<file path="config.mk">
export PLATFORM = sky130hd
export DESIGN_NAME = overwriting_byte_ring_queue
export DESIGN_NICKNAME = d
export VERILOG_FILES = /design/src/rtl/obrq_pkg.sv /design/src/rtl/obrq_ptr.sv /design/src/rtl/overwriting_byte_ring_queue.sv
export SDC_FILE = /design/constraint.sdc
export NUM_CORES = 1
export LEC_CHECK = 0
export BUFFER_PORTS_ARGS = -buffer_cell sky130_fd_sc_hd__clkbuf_2
export CAP_MARGIN = 25
export CORE_ASPECT_RATIO = 2
export CORE_MARGIN = 8
export CORE_UTILIZATION = 50
export DETAILED_ROUTE_END_ITERATION = 10
export PLACE_DENSITY_LB_ADDON = 0.3
export SYNTH_ARGS = -nofsm -noshare
export SYNTH_HDL_FRONTEND = slang
export SYNTH_SLANG_ARGS = --single-unit
</file>
<file path="constraint.sdc">
create_clock -name clk -period 3.33 [get_ports clk]
set_input_delay 0.1665 -clock clk [delete_from_list [all_inputs] [get_ports clk]]
set_output_delay 0.1665 -clock clk [all_outputs]
set_load 0.005 [all_outputs]
</file>
<file path="src/rtl/obrq_pkg.sv">
// ----------------------------------------------------------------------------
// obrq_pkg
// Operation codes and fixed field widths of the byte ring queue.
// ----------------------------------------------------------------------------
`default_nettype none

package obrq_pkg;

  localparam int LEN_W  = 7;
  localparam int BYTE_W = 8;
  localparam int OP_W   = 3;

  // Operation codes carried by each input item
  localparam logic [OP_W-1:0] OP_ENQ  = 3'd0;
  localparam logic [OP_W-1:0] OP_DEQ  = 3'd1;
  localparam logic [OP_W-1:0] OP_REP  = 3'd2;
  localparam logic [OP_W-1:0] OP_SRCH = 3'd3;
  localparam logic [OP_W-1:0] OP_CLR  = 3'd4;

endpackage

`default_nettype wire

</file>
<file path="src/rtl/obrq_ptr.sv">
// ----------------------------------------------------------------------------
// obrq_ptr
// Ring pointer arithmetic: wrapped advance of head, tail and scan index,
// and the element count derived from the pointers.
// ----------------------------------------------------------------------------
`default_nettype none

module obrq_ptr #(
  parameter int DEPTH = 64
) (
  input  wire logic [$clog2(DEPTH)-1:0]    head,
  input  wire logic [$clog2(DEPTH)-1:0]    tail,
  input  wire logic [$clog2(DEPTH)-1:0]    sidx,
  input  wire logic                        has_room,
  input  wire logic [obrq_pkg::LEN_W-1:0]  qlen,
  output logic      [$clog2(DEPTH)-1:0]    head_adv,
  output logic      [$clog2(DEPTH)-1:0]    tail_adv,
  output logic      [$clog2(DEPTH)-1:0]    sidx_adv,
  output logic      [obrq_pkg::LEN_W-1:0]  count
);

  localparam int AW = $clog2(DEPTH);
  localparam int LW = obrq_pkg::LEN_W;
  localparam int XW = (AW + 1 > LW) ? AW + 1 : LW;

  logic [XW-1:0] h_x;
  logic [XW-1:0] t_x;
  logic [XW-1:0] q_x;
  logic [XW-1:0] cnt_x;

  // Step an index by one, wrapping at the configured length
  function automatic logic [AW-1:0] adv(input logic [AW-1:0] idx,
                                        input logic [XW-1:0] len);
    logic [XW-1:0] n;
    n = XW'(idx) + XW'(1);
    return (n >= len) ? '0 : n[AW-1:0];
  endfunction

  assign h_x = XW'(head);
  assign t_x = XW'(tail);
  assign q_x = XW'(qlen);

  assign head_adv = adv(head, q_x);
  assign tail_adv = adv(tail, q_x);
  assign sidx_adv = adv(sidx, q_x);

  // Count valid elements; a full ring is marked by has_room low
  always_comb begin
    if (!has_room) begin
      cnt_x = q_x;
    end else if (head == tail) begin
      cnt_x = '0;
    end else if (t_x >= h_x) begin
      cnt_x = t_x - h_x;
    end else begin
      cnt_x = t_x + q_x - h_x;
    end
  end

  assign count = cnt_x[LW-1:0];

endmodule

`default_nettype wire

</file>
<file path="src/rtl/overwriting_byte_ring_queue.sv">
// ----------------------------------------------------------------------------
// overwriting_byte_ring_queue
// Byte ring queue with a configurable length. Enqueue into a full queue
// overwrites the oldest byte. Replace and search walk the slot memory one slot
// per cycle through a single compare unit; clear walks it writing zeros.
// ----------------------------------------------------------------------------
//
//  channel  | handshake          | payload
//  ---------+--------------------+------------------------------------------
//  in       | in_valid/in_stall  | operation, data_byte, replacement_byte
//  out      | out_valid/out_stall| read_byte, hit, element_count, is_full,
//           |                    | is_empty
//  cfg      | cfg_we             | cfg_data (queue length)
//
//  One item is handled at a time; replace walks all queue_length slots,
//  search walks element_count slots from the head, clear zeroes
//  queue_length slots, and scans read one slot per cycle. After reset a
//  clearing pass zeroes all DEPTH slots before the first item is taken. A
//  stalled result holds the sequencer in its final step; the next item is
//  taken once that result has left the output register.
// ----------------------------------------------------------------------------
`default_nettype none

module overwriting_byte_ring_queue #(
  parameter int DEPTH = 64
) (
  input  wire logic                          clk,
  input  wire logic                          rst,
  // configuration
  input  wire logic                          cfg_we,
  input  wire logic [obrq_pkg::LEN_W-1:0]    cfg_data,
  // input channel
  input  wire logic                          in_valid,
  output logic                               in_stall,
  input  wire logic [obrq_pkg::OP_W-1:0]     operation,
  input  wire logic [obrq_pkg::BYTE_W-1:0]   data_byte,
  input  wire logic [obrq_pkg::BYTE_W-1:0]   replacement_byte,
  // output channel
  output logic                               out_valid,
  input  wire logic                          out_stall,
  output logic      [obrq_pkg::BYTE_W-1:0]   read_byte,
  output logic                               hit,
  output logic      [obrq_pkg::LEN_W-1:0]    element_count,
  output logic                               is_full,
  output logic                               is_empty
);

  localparam int AW = $clog2(DEPTH);
  localparam int CW = $clog2(DEPTH + 1);
  localparam int LW = obrq_pkg::LEN_W;
  localparam int BW = obrq_pkg::BYTE_W;
  localparam int XW = (AW + 1 > LW) ? AW + 1 : LW;
  localparam logic [LW-1:0] QLEN_RST = LW'((DEPTH < 64) ? DEPTH : 64);

  typedef enum logic [2:0] {
    S_INIT,
    S_IDLE,
    S_ENQ,
    S_DEQ,
    S_DEQ_RD,
    S_SCAN,
    S_CLR,
    S_DONE
  } state_t;

  state_t state;

  // Queue state
  logic [AW-1:0]   head;
  logic [AW-1:0]   tail;
  logic            has_room;
  logic [LW-1:0]   qlen;

  // Latched item
  logic [obrq_pkg::OP_W-1:0] op_q;
  logic [BW-1:0]   key_q;
  logic [BW-1:0]   repl_q;
  logic [BW-1:0]   rd_q;
  logic            hit_q;

  // Scan sequencer
  logic [AW-1:0]   sidx;
  logic [CW-1:0]   rem;
  logic            cmp_vld;
  logic [AW-1:0]   cmp_addr;

  // Slot memory
  logic [BW-1:0]   mem [DEPTH];
  logic [BW-1:0]   rdata;
  logic            we;
  logic [AW-1:0]   waddr;
  logic [BW-1:0]   wdata;
  logic [AW-1:0]   raddr;

  logic [AW-1:0]   head_adv;
  logic [AW-1:0]   tail_adv;
  logic [AW-1:0]   sidx_adv;
  logic [LW-1:0]   count;
  logic            match;
  logic            accept;
  logic            out_free;
  logic [LW-1:0]   cfg_len;

  obrq_ptr #(
    .DEPTH(DEPTH)
  ) u_ptr (
    .head     (head),
    .tail     (tail),
    .sidx     (sidx),
    .has_room (has_room),
    .qlen     (qlen),
    .head_adv (head_adv),
    .tail_adv (tail_adv),
    .sidx_adv (sidx_adv),
    .count    (count)
  );

  // Shared byte compare
  assign match = (rdata == key_q);

  assign in_stall = (state != S_IDLE);
  assign accept   = in_valid && !in_stall;
  assign out_free = !out_valid || !out_stall;

  // Clamp the written length into 1..DEPTH
  always_comb begin
    if (cfg_data == '0) begin
      cfg_len = LW'(1);
    end else if (XW'(cfg_data) > XW'(DEPTH)) begin
      cfg_len = LW'(DEPTH);
    end else begin
      cfg_len = cfg_data;
    end
  end

  // Steer the memory ports
  always_comb begin
    we    = 1'b0;
    waddr = sidx;
    wdata = '0;
    raddr = sidx;
    unique case (state) inside
      S_INIT, S_CLR: begin
        we = 1'b1;
      end
      S_ENQ: begin
        we    = 1'b1;
        waddr = tail;
        wdata = key_q;
      end
      S_DEQ: begin
        raddr = head;
      end
      S_SCAN: begin
        if (cmp_vld && match && (op_q == obrq_pkg::OP_REP)) begin
          we    = 1'b1;
          waddr = cmp_addr;
          wdata = repl_q;
        end
      end
      default: begin
      end
    endcase
  end

  // Slot memory: one write port, one registered read port
  always_ff @(posedge clk) begin
    if (we) begin
      mem[waddr] <= wdata;
    end
    rdata <= mem[raddr];
  end

  // Sequencer, queue state and output register
  always_ff @(posedge clk) begin
    if (rst) begin
      state     <= S_INIT;
      head      <= '0;
      tail      <= '0;
      has_room  <= 1'b1;
      qlen      <= QLEN_RST;
      sidx      <= '0;
      rem       <= CW'(DEPTH);
      cmp_vld   <= 1'b0;
      out_valid <= 1'b0;
    end else begin
      // drop a taken result; the final step reloads the register instead
      if (out_valid && !out_stall && (state != S_DONE)) begin
        out_valid <= 1'b0;
      end

      unique case (state)
        S_INIT: begin
          sidx <= sidx + AW'(1);
          rem  <= rem - CW'(1);
          if (rem == CW'(1)) begin
            state <= S_IDLE;
          end
        end

        S_IDLE: begin
          if (accept) begin
            op_q    <= operation;
            key_q   <= data_byte;
            repl_q  <= replacement_byte;
            rd_q    <= '0;
            hit_q   <= 1'b0;
            cmp_vld <= 1'b0;
            unique case (operation)
              obrq_pkg::OP_ENQ: begin
                state <= S_ENQ;
              end
              obrq_pkg::OP_DEQ: begin
                state <= S_DEQ;
              end
              obrq_pkg::OP_REP: begin
                sidx  <= '0;
                rem   <= CW'(qlen);
                state <= S_SCAN;
              end
              obrq_pkg::OP_SRCH: begin
                sidx  <= head;
                rem   <= CW'(count);
                state <= S_SCAN;
              end
              obrq_pkg::OP_CLR: begin
                sidx  <= '0;
                rem   <= CW'(qlen);
                state <= S_CLR;
              end
              default: begin
                state <= S_DONE;
              end
            endcase
          end
          // new length empties the queue, slot bytes are kept
          if (cfg_we) begin
            qlen     <= cfg_len;
            head     <= '0;
            tail     <= '0;
            has_room <= 1'b1;
          end
        end

        S_ENQ: begin
          if (has_room) begin
            tail <= tail_adv;
            if (head == tail_adv) begin
              has_room <= 1'b0;
            end
          end else begin
            head <= head_adv;
            tail <= tail_adv;
          end
          state <= S_DONE;
        end

        S_DEQ: begin
          state <= (count != '0) ? S_DEQ_RD : S_DONE;
        end

        S_DEQ_RD: begin
          rd_q     <= rdata;
          head     <= head_adv;
          has_room <= 1'b1;
          state    <= S_DONE;
        end

        S_SCAN: begin
          // issue one read a cycle, compare it the cycle after
          if (rem != '0) begin
            cmp_vld  <= 1'b1;
            cmp_addr <= sidx;
            sidx     <= sidx_adv;
            rem      <= rem - CW'(1);
          end else begin
            cmp_vld <= 1'b0;
          end
          if (cmp_vld && match) begin
            hit_q <= 1'b1;
          end
          if ((rem == '0) && !cmp_vld) begin
            state <= S_DONE;
          end
        end

        S_CLR: begin
          sidx <= sidx + AW'(1);
          rem  <= rem - CW'(1);
          if (rem == CW'(1)) begin
            head     <= '0;
            tail     <= '0;
            has_room <= 1'b1;
            state    <= S_DONE;
          end
        end

        S_DONE: begin
          if (out_free) begin
            out_valid     <= 1'b1;
            read_byte     <= rd_q;
            hit           <= hit_q;
            element_count <= count;
            is_full       <= (count == qlen);
            is_empty      <= (count == '0);
            state         <= S_IDLE;
          end
        end

        default: begin
          state <= S_IDLE;
        end
      endcase
    end
  end

endmodule

`default_nettype wire

</file>
**Yosys cells after proc, flatten, opt, wreduce, memory -nomap -nowiden**

Memories as Yosys holds them, arrays and structs flattened. A register that Yosys moved wholly into a read port is not among the register bits.
Cells that the tools add are included.

- Output and inout port bits: 20
- Memories kept: 1
- Memory bits (writable): 512
- Logic and storage cells: 157
- Bits in registers: 90
- Input bits: 31

Memory list:

| memory | words | bits a word | read ports | clocked after Yosys merged registers in | write ports | line | text |
|---|---|---|---|---|---|---|---|
| mem | 64 | 8 | 1 | 1 | 1 | overwriting_byte_ring_queue.sv:88 | `logic [BW-1:0] mem [DEPTH];` |

- Reductions and logical operators: 40
- Bitwise gates (word level): 1
- Add/sub/neg operators: 8
- Order comparisons: 5
- Equality and inequality tests: 29
- Multiplexer cells: 53

Operators with widths:

| cell | number |
|---|---|
| 2-to-1 mux 6 bit | 10 |
| 2-to-1 mux 7 bit | 7 |
| case mux 6 bit (3 select lines) | 2 |
| case mux 8 bit (2 select lines) | 2 |
| case mux 6 bit (2 select lines) | 2 |
| case mux 6 bit (4 select lines) | 1 |
| adder 6 x 1 -> 7 bit (second input constant) | 3 |
| >= comparator 7 bit | 3 |
| zero test 7 bit | 3 |
| case mux 3 bit (7 select lines) | 1 |
| case mux 7 bit (3 select lines) | 1 |
| AND reduction 3 bit | 6 |
| 2-to-1 mux 8 bit | 2 |
| == test 3 x 2 -> 1 bit (second input constant) | 5 |
| == test 3 bit (second input constant) | 5 |
| 2-to-1 mux 3 bit | 5 |
| case mux 7 bit (2 select lines) | 1 |
| nonzero test 7 bit | 2 |
| 2-to-1 mux 1 bit | 13 |
| == test 6 bit | 2 |
| case mux 3 bit (4 select lines) | 1 |
| AND reduction 4 bit | 3 |
| != test 2 x 1 -> 1 bit (second input constant) | 5 |
| == test 8 bit | 1 |
| other kinds (29) | 50 |

**Depth between registers and ports, before layout**

Gate-level depths: netlist of the first run.

- Depth in word-level cells: 8
- Depth in mapped cells: 14
- Depth with buffers taken out: 14

**Cells and area by module**

Synthesis of the first run repeated with hierarchy kept, for this count alone.

- Cell total of the unflattened synthesis: 2088
- Area total of the unflattened synthesis: 26427.8 sq um

Modules (own cells, without submodules):

| module | cells an instance | sequential area each (sq um) | times used | area an instance (sq um) |
|---|---|---|---|---|
| overwriting_byte_ring_queue | 1868 | 17857.1 | 1 | 24768.8 |
| obrq_ptr | 220 | 0.0 | 1 | 1659.1 |

**Worst setup path before layout of the first run**

OpenSTA, ideal clock, no wires.

- Path kind: flip-flop to flip-flop
- Start point: register state[2]
- End point: register element_count[0] (netlist bit), enable pin
- Buffers on the path: 2
- Cell stages (with the launch flop): 5
- Path slack: 0.356 ns
- Arrival time: 2.555 ns
- Path through: dfxtp_1 -> clkbuf_1 -> buf_1 -> nand3_1 -> nor3b_1

- Cells in the longest elaborated chain, start to end: 2

Ends and longest elaborated chain:

| element | line | text |
|---|---|---|
| from (decl) | overwriting_byte_ring_queue.sv:66 | `state_t state;` |
| from (signal assigned) | overwriting_byte_ring_queue.sv:259 | `state <= (count != '0) ? S_DEQ_RD : S_DONE;` |
| == test 3 bit | overwriting_byte_ring_queue.sv:192 | `unique case (state)` |
| AND reduction 3 bit (no source line) | n/a |  |
| to (signal assigned) | overwriting_byte_ring_queue.sv:303 | `element_count <= count;` |
| to (decl) | overwriting_byte_ring_queue.sv:43 | `output logic [obrq_pkg::LEN_W-1:0] element_count,` |

No other way between the ends.
A chain may end at the register's enable or synchronous reset.

**Worst setup path in the final report of the first run**

- Start point: register key_q[6]
- End point: memory mem[22][5] (netlist bit), enable pin

- Cells in the longest elaborated chain, start to end: 7
- Elaborated cells between the ends (all ways): 9

Ends and longest elaborated chain:

| element | line | text |
|---|---|---|
| from (decl) | overwriting_byte_ring_queue.sv:76 | `logic [BW-1:0] key_q;` |
| from (signal assigned) | overwriting_byte_ring_queue.sv:204 | `key_q <= data_byte;` |
| == test 8 bit * | overwriting_byte_ring_queue.sv:119 | `assign match = (rdata == key_q);` |
| logical AND 1 bit * (2 in series) | overwriting_byte_ring_queue.sv:155 | `if (cmp_vld && match && (op_q == obrq_pkg::OP_REP)) begin` |
| 2-to-1 mux 1 bit | overwriting_byte_ring_queue.sv:155 |  |
| case mux 1 bit (2 select lines) | overwriting_byte_ring_queue.sv:142 | `unique case (state) inside` |
| 2-to-1 mux 1 bit | overwriting_byte_ring_queue.sv:168 | `if (we) begin` |
| 2-to-1 mux 1 bit (implied by the code) | overwriting_byte_ring_queue.sv:169 | `mem[waddr] <= wdata;` |
| to (decl) | overwriting_byte_ring_queue.sv:88 |  |

Mark *: on every way between the ends. The rest lies on a longest branch, timed or not.

==> results of run 1 <==
-- routing by layer --
layer,share of wire [%],track usage (%),vias to the layer above
met5,0,0,-
met4,9.1,20.5,0
met3,5.3,2.88,256
met2,54,46.4,760
met1,31,24.6,8958
li1,-,-,8252
-- repair_timing --
item                       in CTS  in global routing
gates resized for setup         2                  8
hold endpoints to repair       24                  0
pin swaps                       0                  0
setup endpoints to repair       9                267
hold buffers                   27                  0
-- registers in the layout, indices dropped and copies added (netlist names) --
register and cells:
repl_q 8, out_valid 1, hit_q 1, is_empty 1, element_count 7, rdata 8, cmp_addr 6, read_byte 8
head 6, has_room 1, cmp_vld 1, qlen 7, hit 1, state 3, is_full 1, key_q 8
rem 7, mem 512, op_q 3, sidx 6, tail 6, rd_q 8
-- metrics by stage --
| step | util, % | total power, mW | TNS [ns] | cell area (um2) |
|---|---|---|---|---|
| after floorplan | - | 13.9 | 0 | 26300 |
| after global placement | 54.8 | 17.0 | 0 | 28700 |
| after detailed placement | 54.8 | 17.2 | 0 | 28700 |
| after CTS | 58.5 | 23.2 | 0 | 30700 |
| after global routing | 58.6 | 24.1 | -0.693 | 30700 |
| final | 58.6 | 23.2 | 0 | 30700 |
-- worst paths after layout --
| kind | from | slack, ns | end |
|---|---|---|---|
| worst min-delay path | cfg_data[2] | 0.02 | qlen[2] |
| worst max-delay path | key_q[6] | 0.08 | mem[22][5] |
| worst min register to register | rd_q[7] | 0.43 | read_byte[7] |
| worst max register to register | key_q[6] | 0.08 | mem[22][5] |
-- cell type report --
cell class                      instances  area share [%]
Antenna cell                            2          0.0163
Clock buffer                           65            4.40
Clock inverter                         26            1.02
Inverter                               50           0.611
Multi-Input combinational cell       1316            25.8
Sequential cell                       610            58.2
Tap cell                              665            2.71
Timing Repair Buffer                  280            7.27
-- cell usage in the layout, fill, tap and decap left out, types with 6 or more instances in the layout --
cell	n
edfxtp_1	564
nand2_1	408
buf_4	188
nand3_1	128
nor2_1	118
mux2i_1	92
a31oi_1	84
clkbuf_16	52
a32oi_1	51
inv_1	50
clkbuf_2	50
a21oi_1	49
o21ai_0	44
dfxtp_1	44
ha_1	40
and3_1	37
dlygate4sd3_1	27
xnor2_1	18
nor3_1	18
nand4_1	17
nand2b_1	15
buf_12	15
clkbuf_1	13
and2_1	11
a221oi_1	11
xor2_1	9
a21o_1	9
a211oi_1	9
nor3b_1	8
nor4_1	8
a22o_2	8
clkinv_2	8
a22oi_1	7
o221ai_1	7
fa_1	7
nor2b_1	6
a22o_1	6
-- cells in the mapped netlist (45+ instances only) --
library cell	n	area, um2
clkbuf_1	57	214
a21oi_1	49	245
nor2_1	121	454
edfxtp_1	564	16900
nand3_1	130	651
dfxtp_1	46	921
inv_1	50	188
nand2_1	408	1530
mux2i_1	94	941
a32oi_1	51	447
a31oi_1	84	526
o21ai_0	45	225
-- cells by family after synthesis --
family                     share of synthesized area (%)
AOI/OAI and AO/OA                                   8.96
xor gates and xnor gates                           0.965
muxes                                               3.75
and+or+nand+nor                                     13.6
adders and majority gates                           2.43
buffers and inverters                               2.42
DFF                                                 67.8
-- power breakdown --
part	switching, mW	internal (mW)
combinational	5.15	2.60
sequential	0.273	9.15
clock	2.74	3.29
-- critical path, cell delays in order, from the launching register on --
cell       delay, ns
edfxtp_1        0.43
xnor2_1         0.19
nand4_1         0.23
or4_4           0.66
a2bb2oi_1       0.19
o21ai_1         0.33
nand3_1         0.40
nor2_1          0.28
buf_4           0.23
==> impl_metrics.env, run 1 <==
export IMPL_drv_slew=0
export IMPL_setup_viol=0
export IMPL_drtPass1Iterations=5
export IMPL_power_density_mw_per_mm2=756
export IMPL_yosys_warnings=0
export IMPL_vias=18200
export IMPL_grt_total_usage_pct=25.2
export IMPL_startpoint_type="register"
export IMPL_root_buffer="clkbuf_16"
export IMPL_cts_setup_buffers=0
export IMPL_min_path_cells=4
export IMPL_dp_slack_ns=0.0101
export IMPL_cts_tree="done"
export IMPL_antenna_found_initial=0
export IMPL_cts_max_level=2
export IMPL_avgRoutedWirePerCell_um=25.6
export IMPL_rr_worst_depth=8
export IMPL_timing_hold_ws_ns=0.0232
export IMPL_avgSynthCellArea_um2=12.7
export IMPL_fillerInstances=4103
export IMPL_final_setup_worst_slack_ns=0.0753
export IMPL_stdcell_count=3014
export IMPL_synthFlopType="edfxtp_1"
export IMPL_tightest_slew_ns=0.798
export IMPL_clk_latency_ns=0.61
export IMPL_synth_edf_count=564
export IMPL_clkSinkCount=610
export IMPL_synthCells=2081
export IMPL_ff_latch_area_mm2=0.0179
export IMPL_clk_transition_reported_paths_ns=0.08
export IMPL_cp_max_fo=12
export IMPL_dieArea_mm2=0.0607
export IMPL_synthArstFlopShare_pct=0
export IMPL_multi_input_area_mm2=0.00792
export IMPL_ys_seq_elements=610
export IMPL_p_leak_nw=11.3
export IMPL_core_area_mm2=0.0524
export IMPL_end_kind="register"
export IMPL_ys_types=71
export IMPL_via_per_inst=6.05
export IMPL_dp_cells=2894
export IMPL_portBuffers=50
export IMPL_die_y_um=341
export IMPL_finClkSkew_ns=0.0329
export IMPL_required_ns=3.63
export IMPL_fin_crit_sh_pct=97.7
export IMPL_synth_area_mm2=0.0263
export IMPL_die_x_um=178
export IMPL_drtAntennaViolNets=0
export IMPL_grt_setup_unrepaired="true"
export IMPL_areaGrowthSynthToFinish_pct=16.6
export IMPL_path_class="reg2reg"
export IMPL_status="finished, final reports clean"
export IMPL_ioPinCount=51
export IMPL_grt_ovfl_total=0
export IMPL_drive_gt1_share_pct=15.9
export IMPL_max_slew_margin_rel_pct=46.8
export IMPL_max_freq_mhz=307
export IMPL_globalplace_congestion=1.00
export IMPL_cts_made_buffers=50
export IMPL_clock_path_buffers=3
export IMPL_place_detailed_hpwl_um=54400
export IMPL_drt_iter0_drc=1643
export IMPL_drcViolationCount=0
export IMPL_rows=119
export IMPL_nets=2386
export IMPL_irDropWorstVdd_mv=0.636
export IMPL_min_delay_path_class="in2reg"
export IMPL_grt_pass1_vias=18400
export IMPL_seq_area_frac_synth_pct=67.8
export IMPL_hold_viol=0
export IMPL_maxCapViolations=0
export IMPL_arrival_ns=3.56
export IMPL_finalCriticalPeriod_ns=3.25
export IMPL_routed_wl_um=77000
export IMPL_grt_pass1_wl_um=113000
export IMPL_initial_core_util_pct=50.2
export IMPL_synth_nets=2159
export IMPL_grt_start_max_net_pins=65
Note: power is estimated with default switching activity, not from simulation.
==> run 2: changes to the inputs <==
==> constraint.sdc (replaced) <==
create_clock -name clk -period 3.33 [get_ports clk]
set_input_delay 0.333 -clock clk [delete_from_list [all_inputs] [get_ports clk]]
set_output_delay 0.333 -clock clk [all_outputs]
set_load 0.005 [all_outputs]
==> run 2 against run 1 <==
Utilization shrank 0.14 points. Die area is the same. Critical path type unchanged. Wire length is essentially flat. Via count is essentially flat. Critical endpoint is now mem[22][0].
==> impl_metrics.env, run 2 (same netlist as run 1, synthesis figures left out) <==
export IMPL_status="finished, final reports clean"
export IMPL_reg2reg_from="key_q[6]"
export IMPL_max_freq_mhz=306
export IMPL_nets=2379
export IMPL_cts_tree="done"
export IMPL_clk_transition_reported_paths_ns=0.07
export IMPL_core_area_mm2=0.0524
export IMPL_maxCapViolations=0
export IMPL_fin_crit_sh_pct=98.1
export IMPL_end_kind="register"
export IMPL_clk_latency_ns=0.61
export IMPL_initial_core_util_pct=50.2
export IMPL_antenna_found_initial=0
export IMPL_avgRoutedWirePerCell_um=25.6
export IMPL_timing_hold_ws_ns=0.0416
export IMPL_clock_path_buffers=3
export IMPL_dieArea_mm2=0.0607
export IMPL_seq_power_share_pct=40.6
export IMPL_irDropWorstVdd_mv=0.637
export IMPL_areaGrowthSynthToFinish_pct=16.4
export IMPL_p_clk_share_pct=26.0
export IMPL_hold_path_startpoint="operation[0]"
export IMPL_top_register="mem"
export IMPL_drcViolationCount=0
export IMPL_cts_made_buffers=50
export IMPL_path_class="reg2reg"
export IMPL_internal_power_mw=15.0
export IMPL_hold_end="op_q[0]"
export IMPL_die_x_um=178
export IMPL_layout_common_cells="564 x edfxtp_1, 408 x nand2_1, 188 x buf_4, 128 x nand3_1, 118 x nor2_1"
export IMPL_power_density_mw_per_mm2=758
export IMPL_crit_chain="xnor2_1 -> nand4_1 -> or4_4 -> a2bb2oi_1 -> o21ai_1 -> nand3_1 -> nor2_1 -> buf_4"
export IMPL_finClkSkew_ns=0.0330
export IMPL_ioPinCount=51
export IMPL_dp_cells=2894
export IMPL_rr_worst_depth=8
export IMPL_max_slew_margin_rel_pct=48.1
export IMPL_cts_max_level=2
export IMPL_final_setup_worst_slack_ns=0.0640
export IMPL_vias=18200
export IMPL_drtAntennaViolNets=0
export IMPL_crit_slowest_cell="or4_4"
export IMPL_r2r_slack_ns=0.06
export IMPL_via_per_inst=6.06
export IMPL_final_common_cell="edfxtp_1"
export IMPL_cts_setup_buffers=0
export IMPL_die_y_um=341
export IMPL_stdcell_count=3006
export IMPL_cp_max_fo=12
export IMPL_p_leak_nw=11.3
export IMPL_portBuffers=50
export IMPL_arrival_ns=3.57
export IMPL_p_comb_share_pct=33.4
export IMPL_grt_pass1_wl_um=113000
export IMPL_routed_wl_um=77000
export IMPL_tightest_slew_ns=0.774
export IMPL_drtPass1Iterations=7
export IMPL_postLayoutCoreUtil_pct=58.4
export IMPL_finalCriticalPeriod_ns=3.27
export IMPL_drt_iter0_drc=1684
export IMPL_rows=119
export IMPL_clkSinkCount=610
export IMPL_switchingPower_mw=8.19
export IMPL_drive_gt1_share_pct=15.9
export IMPL_root_buffer="clkbuf_16"
export IMPL_startpoint_type="register"
export IMPL_cp_slowest_stage_delay_ns=0.66
export IMPL_dp_slack_ns=0.0101
export IMPL_grt_setup_unrepaired="true"
export IMPL_min_path_cells=1
export IMPL_globalplace_congestion=1.00
export IMPL_setup_viol=0
export IMPL_grt_ovfl_total=0
export IMPL_r2r_end="mem[22][0]"
export IMPL_required_ns=3.63
export IMPL_drv_slew=0
export IMPL_hold_viol=0
export IMPL_grt_total_usage_pct=25.2
export IMPL_finalSetupTns_ns=0
export IMPL_fillerInstances=4108
export IMPL_min_delay_path_class="in2reg"
export IMPL_swShare_pct=35.3
export IMPL_place_detailed_hpwl_um=54400
export IMPL_grt_pass1_vias=18400
export IMPL_grt_start_max_net_pins=65
export IMPL_largest_reg_flops=512
-- run 2: changes by cell type in the layout (fill, tap and decap cells not counted) --
cell and change:
dlygate4sd3_1 -7, diode_2 -1
-- run 2: layout make-up --
class | count | area (um2) | share of cell area [%]
clock inverters | 26 | 314 | 1.03
diodes | 1 | 2.50 | 0.00817
flip-flops and latches | 610 | 17900 | 58.3
inverters | 50 | 188 | 0.613
clock buffers | 65 | 1350 | 4.41
multi-input cells | 1316 | 7920 | 25.9
repair buffers | 273 | 2160 | 7.06
well taps | 665 | 832 | 2.72
-- run 2: worst max path at each step --
| stage | cells after the start | slack, ns | startpoint | end |
|---|---|---|---|---|
| finish | 8 | 0.06 | key_q[6] | mem[22][0] |
| global route | 8 | -0.04 | key_q[6] | mem[53][7] |
| floorplan | 4 | 0.36 | state[2] | element_count[0] |
| CTS | 8 | 0.01 | key_q[6] | mem[22][2] |
| global placement | 8 | 0.09 | key_q[6] | mem[8][7] |
| detailed placement | 8 | 0.01 | key_q[6] | mem[8][7] |
-- run 2: per-stage QoR --
stage	area [um2]	total power, mW
3_5_place_dp	28700	17.2
2_1_floorplan	26300	13.9
5_1_grt	30600	24.1
6_report	30600	23.2
4_1_cts	30600	23.2
3_3_place_gp	28700	17.0
-- run 2: critical path, delay by kind of cell (launching register included) --
kind / cells / cell delay [ns]
AO/OA/AOI/OAI: 2 / 0.52
AND/OR/NAND/NOR: 4 / 1.58
XOR/XNOR: 1 / 0.19
buffers and inverters: 1 / 0.23
flip-flops: 1 / 0.43
-- run 2: power by group through the flow --
stage / Clock, mW / Combinational (mW) / Sequential [mW]
floorplan: 0 / 4.36 / 9.50
global placement: 0 / 7.45 / 9.57
detailed placement: 0 / 7.59 / 9.59
CTS: 6.10 / 7.65 / 9.42
global route: 6.36 / 8.24 / 9.46
finish: 6.04 / 7.75 / 9.43
-- run 2: what timing repair did --
action,4_1_cts,5_1_grt
endpoints found under the hold margin,20,0
gates resized for setup,2,8
pin swaps,0,0
hold buffers,20,0
setup endpoints to repair,9,267
-- run 2: layer usage --
| metal | share of wire [%] | GRT usage, % | wire (um) | up-vias |
|---|---|---|---|---|
| met1 | 32 | 24.6 | 24400 | 8970 |
| met4 | 9.0 | 20.1 | 6930 | 0 |
| met5 | 0 | 0 | 0 | - |
| met2 | 54 | 46.5 | 41700 | 756 |
| li1 | - | - | - | 8230 |
| met3 | 5.1 | 2.88 | 3960 | 263 |
